File: config.mk
export PLATFORM = sky130hd
export DESIGN_NAME = aae_ctrl
export DESIGN_NICKNAME = d
export VERILOG_FILES = /design/src/sv/aae_pkg.sv /design/src/sv/aae_ctrl.sv
export SDC_FILE = /design/constraint.sdc
export NUM_CORES = 1
export LEC_CHECK = 0
export BUFFER_PORTS_ARGS = -buffer_cell sky130_fd_sc_hd__buf_4
export CAP_MARGIN = 40
export CORE_MARGIN = 2
export CORE_UTILIZATION = 58
export CTS_CLUSTER_SIZE = 24
export DETAILED_ROUTE_END_ITERATION = 6
export PLACE_DENSITY = 0.82
export SLEW_MARGIN = 20
export SYNTH_ARGS = -nofsm -noshare
export SYNTH_HDL_FRONTEND = slang
export SYNTH_SLANG_ARGS = --single-unit
File: constraint.sdc
create_clock -name clk -period 4.42 [get_ports clk]
set_input_delay 1.105 -clock clk [delete_from_list [all_inputs] [get_ports clk]]
set_output_delay 1.105 -clock clk [all_outputs]
set_load 0.005 [all_outputs]
File: src/sv/aae_pkg.sv
`timescale 1ns / 1ps
// ----------------------------------------------------------------------------
// aae_pkg
// Shared types and constants of the adaptive arithmetic encoder.
// ----------------------------------------------------------------------------
package aae_pkg;

  // model count width and configuration
  localparam int COUNT_W = 14;
  localparam logic [COUNT_W-1:0] LIMIT_RESET = 14'd16383;

  // pending follow count width (holds the largest follow limit)
  localparam int FOLLOW_W = 9;

  // result buffer for the code bytes of one item
  localparam int RES_DEPTH = 64;
  localparam int RES_AW = 6;

  // parameter defaults
  localparam int CODE_BITS_DEF = 16;
  localparam int ALPHABET_SIZE_DEF = 256;
  localparam int FOLLOW_MAX_DEF = 448;

  // datapath operations, one per cycle
  typedef enum logic [5:0] {
    OP_NOP,
    OP_CLR_INIT,
    OP_CLR_STEP,
    OP_ACCEPT,
    OP_RANK,
    OP_GET_TOT,
    OP_GET_HI,
    OP_GET_LO,
    OP_MUL_HI,
    OP_MUL_LO,
    OP_DIV,
    OP_SAVE_HI,
    OP_BOUNDS,
    OP_RN,
    OP_FOLLOW,
    OP_END_ADD,
    OP_END_BIT,
    OP_END_EMIT,
    OP_HV_INIT,
    OP_HV_RD,
    OP_HV_WR,
    OP_SR_INIT,
    OP_SR_V,
    OP_SR_RD,
    OP_SR_CMP,
    OP_SW_RD_I,
    OP_SW_RD_R,
    OP_SW_W1,
    OP_SW_W2,
    OP_INC,
    OP_CI_RD,
    OP_CI_WR,
    OP_DR_INIT,
    OP_DR_RD,
    OP_DR_LOAD
  } op_t;

  // renormalization decision
  typedef enum logic [1:0] {
    RN_LOW,
    RN_HIGH,
    RN_MID,
    RN_STOP
  } rn_t;

  typedef struct packed {
    op_t op;
  } cmd_t;

  typedef struct packed {
    logic clr_last;
    logic idx_zero;
    logic idx_lt_rank;
    logic eq;
    logic need_halve;
    rn_t  rn_case;
    logic follow_nz;
    logic follow_last;
    logic div_done;
    logic drain_empty;
    logic out_busy;
    logic eos;
  } stat_t;

endpackage

File: src/sv/aae_ctrl.sv
`timescale 1ns / 1ps
// ----------------------------------------------------------------------------
// aae_ctrl
// Sequencer of the encoder: issues one datapath operation per cycle.
// ----------------------------------------------------------------------------
module aae_ctrl (
  input  logic           clk,
  input  logic           rst,
  input  logic           in_valid,
  output logic           in_ready,
  input  aae_pkg::stat_t stat,
  output aae_pkg::cmd_t  cmd
);

  typedef enum logic [5:0] {
    S_CLR_INIT, S_CLR, S_IDLE, S_RANK, S_TOT, S_HI, S_LO,
    S_MUL_HI, S_DIV_HI, S_WAIT_HI, S_MUL_LO, S_DIV_LO, S_WAIT_LO,
    S_RN, S_FOL_RN, S_END_ADD, S_END_BIT, S_FOL_END, S_END_EMIT,
    S_CNT_CHK, S_HV_RD, S_HV_WR, S_SR_INIT, S_SR_V, S_SR_TEST, S_SR_CMP,
    S_SW_I, S_SW_R, S_SW_W1, S_SW_W2, S_INC, S_CI_RD, S_CI_WR,
    S_DR_INIT, S_DR_TEST, S_DR_WAIT
  } state_t;

  state_t state, state_next;

  assign in_ready = state == S_IDLE;

  // next state and operation
  always_comb begin
    state_next = state;
    cmd.op     = aae_pkg::OP_NOP;
    unique case (state)
      S_CLR_INIT: begin
        cmd.op     = aae_pkg::OP_CLR_INIT;
        state_next = S_CLR;
      end
      S_CLR: begin
        cmd.op = aae_pkg::OP_CLR_STEP;
        if (stat.clr_last) state_next = stat.eos ? S_DR_INIT : S_IDLE;
      end
      S_IDLE: begin
        if (in_valid) begin
          cmd.op     = aae_pkg::OP_ACCEPT;
          state_next = S_RANK;
        end
      end
      S_RANK:   begin cmd.op = aae_pkg::OP_RANK;    state_next = S_TOT;     end
      S_TOT:    begin cmd.op = aae_pkg::OP_GET_TOT; state_next = S_HI;      end
      S_HI:     begin cmd.op = aae_pkg::OP_GET_HI;  state_next = S_LO;      end
      S_LO:     begin cmd.op = aae_pkg::OP_GET_LO;  state_next = S_MUL_HI;  end
      S_MUL_HI: begin cmd.op = aae_pkg::OP_MUL_HI;  state_next = S_DIV_HI;  end
      S_DIV_HI: begin cmd.op = aae_pkg::OP_DIV;     state_next = S_WAIT_HI; end
      S_WAIT_HI: begin
        if (stat.div_done) begin
          cmd.op     = aae_pkg::OP_SAVE_HI;
          state_next = S_MUL_LO;
        end
      end
      S_MUL_LO: begin cmd.op = aae_pkg::OP_MUL_LO; state_next = S_DIV_LO;  end
      S_DIV_LO: begin cmd.op = aae_pkg::OP_DIV;    state_next = S_WAIT_LO; end
      S_WAIT_LO: begin
        if (stat.div_done) begin
          cmd.op     = aae_pkg::OP_BOUNDS;
          state_next = S_RN;
        end
      end
      // renormalize one bit per cycle, paused while pending follow bits are emitted
      S_RN: begin
        if (stat.rn_case == aae_pkg::RN_STOP) begin
          state_next = stat.eos ? S_END_ADD : S_CNT_CHK;
        end else begin
          cmd.op = aae_pkg::OP_RN;
          if (stat.rn_case != aae_pkg::RN_MID && stat.follow_nz) state_next = S_FOL_RN;
        end
      end
      S_FOL_RN: begin
        cmd.op = aae_pkg::OP_FOLLOW;
        if (stat.follow_last) state_next = S_RN;
      end
      // flush at the end of a stream
      S_END_ADD: begin cmd.op = aae_pkg::OP_END_ADD; state_next = S_END_BIT; end
      S_END_BIT: begin
        cmd.op     = aae_pkg::OP_END_BIT;
        state_next = stat.follow_nz ? S_FOL_END : S_END_EMIT;
      end
      S_FOL_END: begin
        cmd.op = aae_pkg::OP_FOLLOW;
        if (stat.follow_last) state_next = S_END_EMIT;
      end
      S_END_EMIT: begin cmd.op = aae_pkg::OP_END_EMIT; state_next = S_CLR_INIT; end
      // model update
      S_CNT_CHK: begin
        if (stat.need_halve) begin
          cmd.op     = aae_pkg::OP_HV_INIT;
          state_next = S_HV_RD;
        end else begin
          state_next = S_SR_INIT;
        end
      end
      S_HV_RD: begin cmd.op = aae_pkg::OP_HV_RD; state_next = S_HV_WR; end
      S_HV_WR: begin
        cmd.op     = aae_pkg::OP_HV_WR;
        state_next = stat.idx_zero ? S_SR_INIT : S_HV_RD;
      end
      S_SR_INIT: begin cmd.op = aae_pkg::OP_SR_INIT; state_next = S_SR_V; end
      S_SR_V:    begin cmd.op = aae_pkg::OP_SR_V;    state_next = S_SR_TEST; end
      S_SR_TEST: begin
        if (stat.idx_zero) begin
          state_next = S_SW_I;
        end else begin
          cmd.op     = aae_pkg::OP_SR_RD;
          state_next = S_SR_CMP;
        end
      end
      S_SR_CMP: begin
        cmd.op     = aae_pkg::OP_SR_CMP;
        state_next = stat.eq ? S_SR_TEST : S_SW_I;
      end
      S_SW_I: begin
        if (stat.idx_lt_rank) begin
          cmd.op     = aae_pkg::OP_SW_RD_I;
          state_next = S_SW_R;
        end else begin
          state_next = S_INC;
        end
      end
      S_SW_R:  begin cmd.op = aae_pkg::OP_SW_RD_R; state_next = S_SW_W1; end
      S_SW_W1: begin cmd.op = aae_pkg::OP_SW_W1;   state_next = S_SW_W2; end
      S_SW_W2: begin cmd.op = aae_pkg::OP_SW_W2;   state_next = S_INC;   end
      S_INC:   begin cmd.op = aae_pkg::OP_INC;     state_next = S_CI_RD; end
      S_CI_RD: begin
        if (stat.idx_zero) begin
          state_next = S_DR_INIT;
        end else begin
          cmd.op     = aae_pkg::OP_CI_RD;
          state_next = S_CI_WR;
        end
      end
      S_CI_WR: begin cmd.op = aae_pkg::OP_CI_WR; state_next = S_CI_RD; end
      // hand the buffered code bytes out
      S_DR_INIT: begin cmd.op = aae_pkg::OP_DR_INIT; state_next = S_DR_TEST; end
      S_DR_TEST: begin
        if (stat.drain_empty) begin
          state_next = S_IDLE;
        end else begin
          cmd.op     = aae_pkg::OP_DR_RD;
          state_next = S_DR_WAIT;
        end
      end
      S_DR_WAIT: begin
        if (!stat.out_busy) begin
          cmd.op     = aae_pkg::OP_DR_LOAD;
          state_next = S_DR_TEST;
        end
      end
      default: state_next = S_CLR_INIT;
    endcase
  end

  // state register
  always_ff @(posedge clk) begin
    if (rst) begin
      state <= S_CLR_INIT;
    end else begin
      state <= state_next;
    end
  end

endmodule

After elaboration in Yosys (flattened, before gate mapping) --
Index checks and enable logic that the tools add are counted.
Storage, ports and cells: logic and storage cells 83, flip-flop bits (word level) 6, bits of input ports 16, output and inout bits 7
Operators by class: equality and inequality tests 45, reductions and logical operators 6, multiplexer cells 31
Operators with widths (count):
- 6-bit case mux with 34 select lines | 2
- 6-bit by 5-bit equality test with 1-bit output (second input constant) | 16
- 6-bit 2-to-1 mux | 13
- 6-bit by 4-bit equality test with 1-bit output (second input constant) | 8
- 5-bit 2-to-1 mux | 5
- 6-bit by 3-bit equality test with 1-bit output (second input constant) | 4
- 6-bit equality test (second input constant) | 4
- 2-bit inequality test (second input constant) | 8
- 6-bit by 2-bit equality test with 1-bit output (second input constant) | 2
- 2-bit 2-to-1 mux | 6
- 4-bit 2-to-1 mux | 3
- 8-bit AND reduction | 1
- 6-bit by 1-bit equality test with 1-bit output (second input constant) | 1
- 6-bit zero test | 1
- 2-bit OR reduction | 3
- 3-bit 2-to-1 mux | 1
- 3-bit inequality test (second input constant) | 1
- 2-bit equality test (second input constant) | 1
- 1-bit logical AND | 1
- 1-bit 2-to-1 mux | 1

Logic depth before layout (Yosys ltp) --
word-level depth 5, gate-level depth with buffers 8, depth with buffers taken out 5

Worst setup path after synthesis --
OpenSTA, ideal clock, no wires.
path type input port to output port, from input in_valid, to output cmd[1] (netlist name), stages on the path 4, data arrival time 1.981 ns, slack 1.334 ns, required time 3.315 ns, buffers on the path 0, path through nor2b_1 -> o221ai_1 -> a221oi_1 -> or4_1
RTL lines:
- from (decl) | line aae_ctrl.sv:9 | input logic in_valid,
- to (decl) | line aae_ctrl.sv:12 | output aae_pkg::cmd_t cmd

==> results.py <==
metrics = {
    "cts": {
        "clockBufferDepth": 2,
        "cts_setup_buffers": 0,
        "cts.sinks": 6,
        "numCtsBuffers": 3,
        "cts_tree": "done",
        "clock-root-buffer": "clkbuf_4",
        "clk_pin_slew_ns": 0.05,
        "insertion_delay_ns": 0.27,
        "cts_hold_buffers": 0,
        "h-tree-depth": 1,
        "ctsResizeCount": 0,
    },
    "synthesis": {
        "synth-edff-count": 0,
        "synth.yosys.warnings": 0,
        "async_reset_ff_share_pct": 0,
        "synth_cell_types": 62,
        "synth_ff_type": "dfxtp_1",
        "seq_area_frac_synth_pct": 8.55,
        "synth_top_cell_by_area": "dfxtp_1",
        "synthTopCellsByArea": "dfxtp_1, buf_6, nor3_1, nand2b_1, buf_2",
        "synth_top_area_share_pct": 8.55,
        "netlist_instances": 200,
        "synth_seq_cells": 6,
        "postSynthAreaPerCell_um2": 7.03,
        "syn-num-nets": 216,
        "syn_area_um2": 1410,
    },
    "sta": {
        "fin_tns_setup_ns": 0,
        "slew_headroom_pct": 44.8,
        "min_period_ns": 3.78,
        "fin_ws_ns": 0.644,
        "tightest_slew_ns": 0.827,
        "hold_viol_final": 0,
        "skew_ns": 0.0108,
        "setup_viol": 0,
        "fmax_ghz": 0.265,
        "timing.final.crit_share_pct": 85.4,
        "rsz0062_at_grt": "false",
        "drv_slew": 0,
    },
    "placement": {
        "post-place-ws_ns": 0.995,
        "hpwl_um": 3270,
        "place_area_um2": 1500,
        "placed_cells": 235,
        "portBuffers": 22,
        "gp_congestion": 1.03,
    },
    "finish": {
        "n_antenna_cell": 0,
        "top_register": "state",
        "stdcell_area_um2": 1520,
        "finish.utilization_pct": 67.6,
        "area_growth_pct": 8.46,
        "final_nets": 228,
        "top_regs": "state (6)",
        "most-common-layout-cells": "buf_4, nand2_1, nor3_1",
        "final_common_cell": "buf_4",
        "post_layout_nonfiller_instances": 238,
        "largest_reg_flops": 6,
        "drive_gt1_share_pct": 20.5,
    },
    "hold_path": {
        "hp-class": "reg -> reg",
    },
    "global_routing": {
        "grt_usage_pct": 35.3,
        "grtUsageMet2_pct": 52.5,
        "met1_usage_pct": 45.7,
        "antenna_found_initial": 0,
        "grt_max_degree": 27,
        "grt.busiest_layer": "met2",
        "grt_pass1_wl_um": 7180,
        "gr-total-overflow": 0,
        "grtUsageMet3_pct": 6.78,
        "grt_pass1_vias": 1568,
    },
    "floorplan": {
        "die-area_um2": 2830,
        "rows": 17,
        "ios": 23,
        "core-area_um2": 2250,
        "start_util_pct": 62.3,
        "fp.dieW_um": 53.2,
        "die_h_um": 53.2,
    },
    "route": {
        "vias": 1787,
        "wl_per_cell_um": 19.4,
        "remaining_drc_errors": 0,
        "drt_iter0_drc": 159,
        "first_pass_iters": 5,
        "ant_nets": 0,
        "post_drt_via_cell_ratio": 7.51,
        "wirelength_um": 4630,
    },
    "run_status": {
        "status": "completed",
    },
    "pwr": {
        "power-per-cell-area_nw_per_um2": 541,
        "p_leak_nw": 0.545,
        "ir_worst_vdd_v": 0.000535,
    },
    "worst_setup_path": {
        "cp-end-kind": "output pin",
        "crit_fanout": 22,
        "required_ns": 3.31,
        "start_kind": "flop",
        "path_class": "reg -> out",
        "arrival_ns": 2.67,
    },
    "run": {
        "maxCapViolCount": 0,
    },
}
==> metrics by stage <==
stage          total power [mW]  hold WS (ns)
6_report                  0.825         0.839
5_1_grt                   0.875         0.896
4_1_cts                   0.800         0.816
3_5_place_dp              0.743         0.806
3_3_place_gp              0.731         0.797
2_1_floorplan             0.606         0.684
==> cells in the mapped netlist, drive strengths merged, types with 3 or more instances <==
library cell	number
buf	21
nand2	13
nor3	13
o21ai	12
nand2b	11
a21oi	10
nor2	10
nand3	8
nor2b	7
dfxtp	6
nor3b	6
nor4	6
o31ai	6
a31oi	5
inv	5
a211oi	4
nand3b	4
o22ai	4
or3	4
and3	3
nand4	3
nor4b	3
o211ai	3
==> path summary, 6_finish.rpt <==
| check | start | to | slack [ns] | cells past startpoint |
|---|---|---|---|---|
| worst min register to register | state[1]$_SDFFE_PP0P_ | state[4]$_SDFFE_PP0P_ | 0.84 | 3 |
| worst max register to register | state[2]$_SDFFE_PP0P_ | state[1]$_SDFFE_PP0P_ | 1.99 | 5 |
| worst max-delay path | state[2]$_SDFFE_PP0P_ | cmd[0] | 0.64 | 6 |
| worst min-delay path | state[1]$_SDFFE_PP0P_ | state[4]$_SDFFE_PP0P_ | 0.84 | 3 |
==> power breakdown <==
part | switching [mW] | leakage (nW) | total (mW) | internal [mW]
clock network | 0.0264 | 0.0138 | 0.0575 | 0.0311
registers | 0.0696 | 0.0491 | 0.140 | 0.0708
logic | 0.353 | 0.482 | 0.627 | 0.274
==> final cells by class <==
cell class	instances	area (µm²)
Timing Repair Buffer	29	218
Multi-Input combinational cell	167	1110
Clock buffer	3	22.5
Fill cell	208	731
Inverter	5	18.8
Tap cell	28	35.0
Sequential cell	6	120
==> logic make-up after synthesis <==
logic type	share of synthesized area, %
compound gates	32.8
xor+xnor	1.87
buf+inv	12.5
flops	8.55
mux	1.42
simple gates	42.9
==> metal layers <==
metal,up-vias,wire length [µm]
li1,792,-
met1,804,1730
met2,162,2070
met3,29,630
met4,0,200
met5,-,0
==> worst max-delay path, cell delays in order, from the launching register on <==
cell and delay (ns):
dfxtp_1 0.86, nand2b_1 0.48, nor4_2 0.13, a211o_1 0.31
a311oi_1 0.35, o31ai_1 0.12, buf_4 0.15
(Power assumes the default switching activity.)
